## src/hw/rtl/plis_pkg.sv

```systemverilog
// Shared constants, codes and types for the positional list insert/search unit.
package plis_pkg;

  localparam int CAPACITY = 16;
  localparam int ENTRY_W  = 32;
  localparam int POS_W    = 8;
  localparam int WHERE_W  = 5;
  localparam int REQ_W    = 2;
  localparam int STAT_W   = 3;
  localparam int CNT_W    = $clog2(CAPACITY + 1);
  localparam int IDX_W    = $clog2(CAPACITY);
  localparam int CMP_W    = ((CNT_W > POS_W) ? CNT_W : POS_W) + 1;

  // Request kinds
  localparam logic [REQ_W-1:0] REQ_INSERT = 2'd0;
  localparam logic [REQ_W-1:0] REQ_SEARCH = 2'd1;
  localparam logic [REQ_W-1:0] REQ_DUMP   = 2'd2;

  // Result status codes
  localparam logic [STAT_W-1:0] STAT_INSERTED = 3'd0;
  localparam logic [STAT_W-1:0] STAT_INVALID  = 3'd1;
  localparam logic [STAT_W-1:0] STAT_FULL     = 3'd2;
  localparam logic [STAT_W-1:0] STAT_FOUND    = 3'd3;
  localparam logic [STAT_W-1:0] STAT_NOTFOUND = 3'd4;
  localparam logic [STAT_W-1:0] STAT_EMPTY    = 3'd5;
  localparam logic [STAT_W-1:0] STAT_ELEMENT  = 3'd6;

  // Per-cell control from the sequencer
  typedef struct packed {
    logic take_new;   // store the incoming value
    logic take_left;  // store the left neighbour's entry (shift back)
    logic load;       // copy entry into the read-out stage
    logic adv;        // read-out stage takes right neighbour's stage
  } cell_ctrl_t;

  // Read-out stage travelling towards the head
  typedef struct packed {
    logic               valid;
    logic               hit;
    logic [ENTRY_W-1:0] data;
  } scan_t;

endpackage

```

## src/hw/rtl/plis_cell.sv

```systemverilog
// One list cell: stored entry, key compare and one read-out stage.
module plis_cell (
  input  logic                          clk,
  input  logic                          rst_n,
  input  plis_pkg::cell_ctrl_t          ctrl,
  input  logic                          occupied,
  input  logic [plis_pkg::ENTRY_W-1:0]  new_value,
  input  logic [plis_pkg::ENTRY_W-1:0]  key,
  input  logic [plis_pkg::ENTRY_W-1:0]  left_entry,
  input  plis_pkg::scan_t               right_scan,
  output logic [plis_pkg::ENTRY_W-1:0]  entry,
  output plis_pkg::scan_t               scan,
  output logic                          hit
);

  logic [plis_pkg::ENTRY_W-1:0] entry_r;
  logic                         scan_valid_r;
  logic                         scan_hit_r;
  logic [plis_pkg::ENTRY_W-1:0] scan_data_r;

  assign hit   = occupied && (entry_r == key);
  assign entry = entry_r;
  assign scan  = '{valid: scan_valid_r, hit: scan_hit_r, data: scan_data_r};

  always_ff @(posedge clk) begin
    if (ctrl.take_new) begin
      entry_r <= new_value;
    end else if (ctrl.take_left) begin
      entry_r <= left_entry;
    end
  end

  always_ff @(posedge clk) begin
    if (!rst_n) begin
      scan_valid_r <= 1'b0;
      scan_hit_r   <= 1'b0;
    end else if (ctrl.load) begin
      scan_valid_r <= occupied;
      scan_hit_r   <= hit;
    end else if (ctrl.adv) begin
      scan_valid_r <= right_scan.valid;
      scan_hit_r   <= right_scan.hit;
    end
  end

  always_ff @(posedge clk) begin
    if (ctrl.load) begin
      scan_data_r <= entry_r;
    end else if (ctrl.adv) begin
      scan_data_r <= right_scan.data;
    end
  end

endmodule

```

## src/hw/rtl/positional_list_insert_search_unit.sv

```systemverilog
// Top level: sequencer, output register and the row of list cells.
//
// Bounded ordered list of signed 32-bit values held in a row of cells.
// Input channel (in_*): one word per request; in_tuser carries the request
// kind (insert, search, dump), in_tdata the value and the 1-based position.
// Result channel (out_*): out_tuser carries the status, out_tdata the
// position and element, out_tlast marks the final word of a request.
// Insert shifts every cell from the target position back by one, all in
// the same cycle. Search and dump copy the row into the read-out stages,
// which then move one cell towards the head per cycle while not stalled;
// the head stage is reported. Hit flags ride along: the final match is known.
// A request is taken in S_IDLE and decided in S_EXEC; insert and
// single-word answers go to the output register from S_EXEC. Search
// and dump words come from S_SCAN as the read-out chain steps towards
// the head; a dump ends at the last entry, a search at its last match.
// One request is in flight; receiver stalls hold the sequencer in
// S_EXEC or S_SCAN.
// Reset (rst_n low, synchronous) empties the list and drops any result.
// Receiver stalls hold read-out at a word due; the last result holds in
// the output register while the next request is already accepted.
module positional_list_insert_search_unit (
  input  logic        clk,
  input  logic        rst_n,
  input  logic        in_tvalid,
  output logic        in_tready,
  input  logic [39:0] in_tdata,   // [31:0] value, [39:32] position
  input  logic [1:0]  in_tuser,   // [1:0] req_type
  output logic        out_tvalid,
  input  logic        out_tready,
  output logic [39:0] out_tdata,  // [4:0] where, [36:5] element, [39:37] zero
  output logic [2:0]  out_tuser,  // [2:0] status
  output logic        out_tlast   // last
);

  localparam int CAP = plis_pkg::CAPACITY;
  localparam int EW  = plis_pkg::ENTRY_W;

  localparam logic [1:0] S_IDLE = 2'd0;
  localparam logic [1:0] S_EXEC = 2'd1;
  localparam logic [1:0] S_SCAN = 2'd2;

  logic [1:0] state_r, state_nxt;
  logic [plis_pkg::CNT_W-1:0] count_r, count_nxt;
  logic [plis_pkg::IDX_W-1:0] scan_idx_r, scan_idx_nxt;

  // Captured request
  logic [plis_pkg::REQ_W-1:0] req_r;
  logic [EW-1:0]              val_r;
  logic [plis_pkg::POS_W-1:0] pos_r;

  // Output register
  logic                          out_valid_r;
  logic [plis_pkg::STAT_W-1:0]   out_status_r;
  logic [plis_pkg::WHERE_W-1:0]  out_where_r;
  logic [EW-1:0]                 out_elem_r;
  logic                          out_last_r;

  logic                          emit;
  logic [plis_pkg::STAT_W-1:0]   em_status;
  logic [plis_pkg::WHERE_W-1:0]  em_where;
  logic [EW-1:0]                 em_elem;
  logic                          em_last;
  logic                          out_free;

  // Cell row
  plis_pkg::cell_ctrl_t cell_ctrl [CAP];
  plis_pkg::scan_t      cell_scan [CAP];
  logic [EW-1:0]        cell_entry [CAP];
  logic [CAP-1:0]       cell_hit;
  logic [CAP-1:0]       occupied;
  logic [CAP-1:0]       scan_valid_v;
  logic [CAP-1:0]       scan_hit_v;

  logic                       do_ins;
  logic                       load;
  logic                       adv;
  logic [plis_pkg::IDX_W-1:0] ins_idx;
  logic [plis_pkg::CMP_W-1:0] pos_ext;
  logic [plis_pkg::CMP_W-1:0] cnt_ext;
  logic [plis_pkg::CMP_W-1:0] pos_m1;
  logic                       list_empty;
  logic                       list_full;
  logic                       pos_bad;
  logic                       any_hit;
  logic                       more_valid;
  logic                       more_hit;
  logic [plis_pkg::CNT_W-1:0] head_pos;

  assign in_tready  = (state_r == S_IDLE);
  assign out_free   = !out_valid_r || out_tready;

  assign list_empty = (count_r == '0);
  assign list_full  = (count_r == plis_pkg::CNT_W'(CAP));
  assign pos_ext    = plis_pkg::CMP_W'(pos_r);
  assign cnt_ext    = plis_pkg::CMP_W'(count_r);
  assign pos_m1     = pos_ext - plis_pkg::CMP_W'(1);
  assign pos_bad    = (pos_r == '0) || (pos_ext > cnt_ext + plis_pkg::CMP_W'(1));
  // An empty list always takes the value at the head
  assign ins_idx    = list_empty ? '0 : pos_m1[plis_pkg::IDX_W-1:0];

  assign any_hit    = |cell_hit;
  assign more_valid = |scan_valid_v[CAP-1:1];
  assign more_hit   = |scan_hit_v[CAP-1:1];
  assign head_pos   = plis_pkg::CNT_W'(scan_idx_r) + plis_pkg::CNT_W'(1);

  genvar k;
  generate
    for (k = 0; k < CAP; k++) begin : g_cell
      assign occupied[k]           = (plis_pkg::CNT_W'(k) < count_r);
      assign cell_ctrl[k].take_new = do_ins && (ins_idx == plis_pkg::IDX_W'(k));
      assign cell_ctrl[k].take_left = do_ins && (plis_pkg::IDX_W'(k) > ins_idx);
      assign cell_ctrl[k].load     = load;
      assign cell_ctrl[k].adv      = adv;
      assign scan_valid_v[k]       = cell_scan[k].valid;
      assign scan_hit_v[k]         = cell_scan[k].hit;

      plis_cell u_cell (
        .clk        (clk),
        .rst_n      (rst_n),
        .ctrl       (cell_ctrl[k]),
        .occupied   (occupied[k]),
        .new_value  (val_r),
        .key        (val_r),
        .left_entry ((k == 0) ? val_r : cell_entry[(k == 0) ? 0 : k - 1]),
        .right_scan ((k == CAP - 1) ? plis_pkg::scan_t'('0)
                                    : cell_scan[(k == CAP - 1) ? k : k + 1]),
        .entry      (cell_entry[k]),
        .scan       (cell_scan[k]),
        .hit        (cell_hit[k])
      );
    end
  endgenerate

  // Sequencer
  always_comb begin
    state_nxt    = state_r;
    count_nxt    = count_r;
    scan_idx_nxt = scan_idx_r;
    emit         = 1'b0;
    em_status    = plis_pkg::STAT_EMPTY;
    em_where     = '0;
    em_elem      = '0;
    em_last      = 1'b1;
    do_ins       = 1'b0;
    load         = 1'b0;
    adv          = 1'b0;
    unique case (state_r)
      S_IDLE: begin
        if (in_tvalid) begin
          state_nxt = S_EXEC;
        end
      end
      S_EXEC: begin
        case (req_r) inside
          plis_pkg::REQ_INSERT: begin
            if (out_free) begin
              emit      = 1'b1;
              state_nxt = S_IDLE;
              if (list_full) begin
                em_status = plis_pkg::STAT_FULL;
              end else if (list_empty) begin
                do_ins    = 1'b1;
                count_nxt = plis_pkg::CNT_W'(1);
                em_status = plis_pkg::STAT_INSERTED;
                em_where  = plis_pkg::WHERE_W'(1);
                em_elem   = val_r;
              end else if (pos_bad) begin
                em_status = plis_pkg::STAT_INVALID;
              end else begin
                do_ins    = 1'b1;
                count_nxt = count_r + plis_pkg::CNT_W'(1);
                em_status = plis_pkg::STAT_INSERTED;
                em_where  = plis_pkg::WHERE_W'(pos_r);
                em_elem   = val_r;
              end
            end
          end
          plis_pkg::REQ_SEARCH, plis_pkg::REQ_DUMP: begin
            if (list_empty || (req_r == plis_pkg::REQ_SEARCH && !any_hit)) begin
              if (out_free) begin
                emit      = 1'b1;
                em_status = list_empty ? plis_pkg::STAT_EMPTY : plis_pkg::STAT_NOTFOUND;
                state_nxt = S_IDLE;
              end
            end else begin
              load         = 1'b1;
              scan_idx_nxt = '0;
              state_nxt    = S_SCAN;
            end
          end
          default: begin
            state_nxt = S_IDLE;
          end
        endcase
      end
      S_SCAN: begin
        if (req_r == plis_pkg::REQ_DUMP || cell_scan[0].hit) begin
          if (out_free) begin
            emit         = 1'b1;
            adv          = 1'b1;
            scan_idx_nxt = scan_idx_r + plis_pkg::IDX_W'(1);
            em_where     = plis_pkg::WHERE_W'(head_pos);
            em_elem      = cell_scan[0].data;
            if (req_r == plis_pkg::REQ_DUMP) begin
              em_status = plis_pkg::STAT_ELEMENT;
              em_last   = !more_valid;
            end else begin
              em_status = plis_pkg::STAT_FOUND;
              em_last   = !more_hit;
            end
            if (em_last) begin
              state_nxt = S_IDLE;
            end
          end
        end else begin
          // entry without a match: skip it
          adv          = 1'b1;
          scan_idx_nxt = scan_idx_r + plis_pkg::IDX_W'(1);
        end
      end
      default: begin
        state_nxt = S_IDLE;
      end
    endcase
  end

  always_ff @(posedge clk) begin
    if (!rst_n) begin
      state_r     <= S_IDLE;
      count_r     <= '0;
      scan_idx_r  <= '0;
      out_valid_r <= 1'b0;
    end else begin
      state_r     <= state_nxt;
      count_r     <= count_nxt;
      scan_idx_r  <= scan_idx_nxt;
      out_valid_r <= emit || (out_valid_r && !out_tready);
    end
  end

  always_ff @(posedge clk) begin
    if (in_tvalid && in_tready) begin
      req_r <= in_tuser;
      val_r <= in_tdata[EW-1:0];
      pos_r <= in_tdata[EW+plis_pkg::POS_W-1:EW];
    end
    if (emit) begin
      out_status_r <= em_status;
      out_where_r  <= em_where;
      out_elem_r   <= em_elem;
      out_last_r   <= em_last;
    end
  end

  assign out_tvalid = out_valid_r;
  assign out_tuser  = out_status_r;
  assign out_tlast  = out_last_r;
  assign out_tdata  = {3'b000, out_elem_r, out_where_r};

`ifndef SYNTH
  a_count_bound: assert property (@(posedge clk) disable iff (!rst_n)
    count_r <= plis_pkg::CNT_W'(CAP))
    else $error("list count above capacity");

  a_head_live: assert property (@(posedge clk) disable iff (!rst_n)
    (state_r == S_SCAN) |-> cell_scan[0].valid)
    else $error("read-out ran past the last entry");

  a_count_quiet: assert property (@(posedge clk) disable iff (!rst_n)
    (state_r != S_EXEC) |=> $stable(count_r))
    else $error("count changed outside an insert");

  a_no_overwrite: assert property (@(posedge clk) disable iff (!rst_n)
    emit |-> out_free)
    else $error("result word overwritten before it was taken");
`endif

endmodule
```

## config.mk

```make
export PLATFORM = sky130hd
export DESIGN_NAME = positional_list_insert_search_unit
export DESIGN_NICKNAME = d
export VERILOG_FILES = /design/src/hw/rtl/plis_pkg.sv /design/src/hw/rtl/plis_cell.sv /design/src/hw/rtl/positional_list_insert_search_unit.sv
export SDC_FILE = /design/constraint.sdc
export NUM_CORES = 2
export LEC_CHECK = 0
export BUFFER_PORTS_ARGS = -buffer_cell sky130_fd_sc_hd__buf_2
export CORE_MARGIN = 3
export CORE_UTILIZATION = 50
export CTS_CLUSTER_SIZE = 30
export DETAILED_ROUTE_END_ITERATION = 7
export PLACE_DENSITY = 0.76
export SYNTH_ARGS = -nofsm -noshare
export SYNTH_HDL_FRONTEND = slang
export SYNTH_SLANG_ARGS = --single-unit
```

## constraint.sdc

```tcl
create_clock -name clk -period 15.8 [get_ports clk]
set_clock_uncertainty 0.1 [all_clocks]
set_input_delay 2.37 -clock clk [delete_from_list [all_inputs] [get_ports clk]]
set_output_delay 2.37 -clock clk [all_outputs]
set_load 0.005 [all_outputs]
```

==> results.toml <==
[status]
status = "finished clean"

[grt]
track_usage_pct = 25.4
grt_max_degree = 194
grt_overflow_total = 0
grt_pass1_vias = 31089
antenna_found_initial = 4
grt_pass1_wl_mm = 221

[final_layout]
multi_input_area_um2 = 21300
area.growth.synth_to_final_pct = 8.67
final_nets = 3670
n_antenna_cell = 0
instances_no_fill = 5201
final.fill_count = 8768
drive_gt1_share_pct = 34.3
design_area_um2 = 62200
seq_area_um2 = 34100

[sta]
relSlewSlack_pct = 10.4
rsz0062_at_grt = "false"
period_needed_ns = 7.88
setup_violations = 0
max_freq_ghz = 0.127
finalSetupTns_ns = 0
timing.final.ws_setup_ns = 7.92
slew_viol_final = 0
tightest_slew_ns = 1.34
fin_crit_sh_pct = 49.9
finalHoldViolations = 0

[pwr]
p_comb_share_pct = 5.4
switching_share_pct = 22.4
p_seq_share_pct = 52.3
switchingPower_mw = 1.46
clkPwrFrac_pct = 42.3
powerDensity_nw_per_um2 = 105
p_leak_nw = 22.5
peakVddDrop_uv = 103
power.internal_mw = 5.07
p_total_mw = 6.53

[placement]
placed_cells_incl_taps = 4993
place_ws_ns = 7.98
place_congestion = 0.903
place_area_um2 = 58500
post-dp-hpwl_mm = 99.2
io_buffers = 88

[route]
drt-vias-per-instance = 6.10
totalWireLength_mm = 154
maxUsedRoutingLayer = "met4"
vias = 31748
wl_per_cell_um = 29.6
ant_nets = 0
wl_met2_mm = 72.6
wl_met3_mm = 11.5
drc = 0
met1_length_mm = 63.8
firstDrtPassIters = 5
drt_iter0_drc = 4172

[yosys]
synth_area_leaders = "edfxtp_1, mux2_4, mux2_2"
synthTopCellsByCount = "edfxtp_1, mux2_2, mux2_4, xnor2_1, xor2_1"
synth-seq-cells = 1150
synth_area_leader_cell = "edfxtp_1"
synth_area_um2 = 57300
yosysSeqAreaShare_pct = 59.5
synth_most_common_cell = "edfxtp_1"
avgSynthCellArea_um2 = 15.9
ys_warn_count = 0
synthDistinctLibCells = 77
synthCells = 3601
synth_ff_type = "edfxtp_1"
async_reset_ff_share_pct = 0
synth.top_cell.area_share_pct = 58.0
synth-edff-count = 1107

[floorplanning]
die_y_um = 344
die-area_um2 = 119000
die_x_um = 344
rows = 123
initial_core_util_pct = 50.6
coreArea_um2 = 113000
num_io_pins = 92

[clock_network]
clock_latency_ns = 0.71
cts.sinks = 1150
cts-root-buf = "clkbuf_16"
tritoncts = "done"
cts-buffers-inserted = 113
clk_path_buf_depth = 3
cts_hold_buf = 0
cts_setup_buffers = 0
clk_pin_slew_ns = 0.06
post_cts_resized = 0
htreeDepth = 3

[setup_path]
cp.arrival_ns = 8.22
critPathRequiredTime_ns = 16.13
crit_top_cell = "buf_4"
slowest_stage = "edfxtp_1"
crit_fanout = 107
cp_slowest_stage_delay_ns = 1.02
startpoint_type = "flip-flop"
path_delay_family = "buffers and inverters"
path_class = "reg -> reg"
crit_path_end_kind = "flip-flop"
crit_chain = "buf_4 > xnor2_1 > nand4_1 > nor4_1 > and3_1 > nor4_4 > nand3_2 > o21ai_4 > buf_4 > buf_12 > buf_4 > buf_4 > mux2_4"
cp_num_buf_inv = 5

[run]
cap_violations = 0

[hold_path]
hold_path.class = "reg -> reg"
[through the flow]
stage / hold slack (ns) / util (%)
final: 0.389 / 55.0
after global routing: 0.415 / 55.0
after global placement: 0.374 / 51.7
after CTS: 0.386 / 55.0
after detailed placement: 0.378 / 51.7
after floorplan: 0.321 / -
[layout make-up]
cell class | count | share of cell area (%)
clock buffers | 139 | 4.85
clock inverters | 69 | 1.15
inverters | 22 | 0.133
multi-input cells | 2147 | 34.3
flip-flops and latches | 1150 | 54.8
well taps | 1500 | 3.02
repair buffers | 174 | 1.81
[worst register-to-register path, cell delays in order (launching register included)]
cell      delay, ns
edfxtp_1       1.02
buf_4          0.45
xnor2_1        0.12
nand4_1        0.09
nor4_1         0.05
and3_1         0.26
nor4_4         0.43
nand3_2        0.36
o21ai_4        0.89
buf_4          0.90
buf_12         0.62
buf_4          1.00
buf_4          0.92
mux2_4         0.39
[registers in the layout (all words and copies together) (netlist names)]
name	count
count_r	5
g_cell.u_cell.entry	512
g_cell.u_cell.scan_data_r	512
g_cell.u_cell.scan_hit_r	16
g_cell.u_cell.scan_valid_r	15
out_elem_r	32
out_tlast	1
out_tuser	3
out_tvalid	1
out_where_r	5
pos_r	8
req_r	2
scan_idx_r	4
state_r	2
val_r	32
[placed cells by master (no fill, tap or decap), types with 60 or more instances in the layout]
master     count
clkbuf_16    115
edfxtp_1    1107
mux2_2       459
buf_2         88
buf_4         83
xnor2_1      329
nand4_1       93
mux2_4       440
xor2_1       191
nor2_1        78
nor4_1        60
nand2_1       78
mux2_1        64
[path summary, 6_finish.rpt]
kind	startpoint	endpoint	slack, ns	cells past startpoint
setup / recovery	val_r[2]	g_cell[10].u_cell.scan_data_r[16]	7.92	13
hold / removal	scan_idx_r[1]	scan_idx_r[1]	0.39	2
setup reg to reg	val_r[2]	g_cell[10].u_cell.scan_data_r[16]	7.92	13
hold reg to reg	scan_idx_r[1]	scan_idx_r[1]	0.39	2
[routing by layer]
layer	vias up	GRT usage, %
met2	1561	40.5
met1	16357	35.9
met4	0	8.94
met5	-	0
li1	13556	-
met3	274	3.28
[power by group through the flow]
stage                     Sequential [mW]  Clock, mW  Combinational (mW)
after detailed placement             3.48          0               0.344
after global routing                 3.42       2.91               0.367
final                                3.41       2.77               0.352
after global placement               3.48          0               0.340
after floorplan                      3.46          0               0.235
after CTS                            3.41       2.78               0.346
[kinds of logic (layout without fill, tap and decap cells)]
logic type | Yosys count | count (layout) | share of synthesized area, %
buffers and inverters | 306 | 404 | 3.50
XOR/XNOR | 520 | 520 | 7.95
AND/OR/NAND/NOR | 452 | 452 | 4.28
adder cells (fa/ha/maj) | 16 | 16 | 0.350
other | 1 | 3 | 0.00655
flip-flops | 1150 | 1150 | 59.5
multiplexers | 991 | 991 | 22.3
AO/OA/AOI/OAI | 165 | 165 | 2.06
Note: power is estimated with default switching activity, not from simulation.
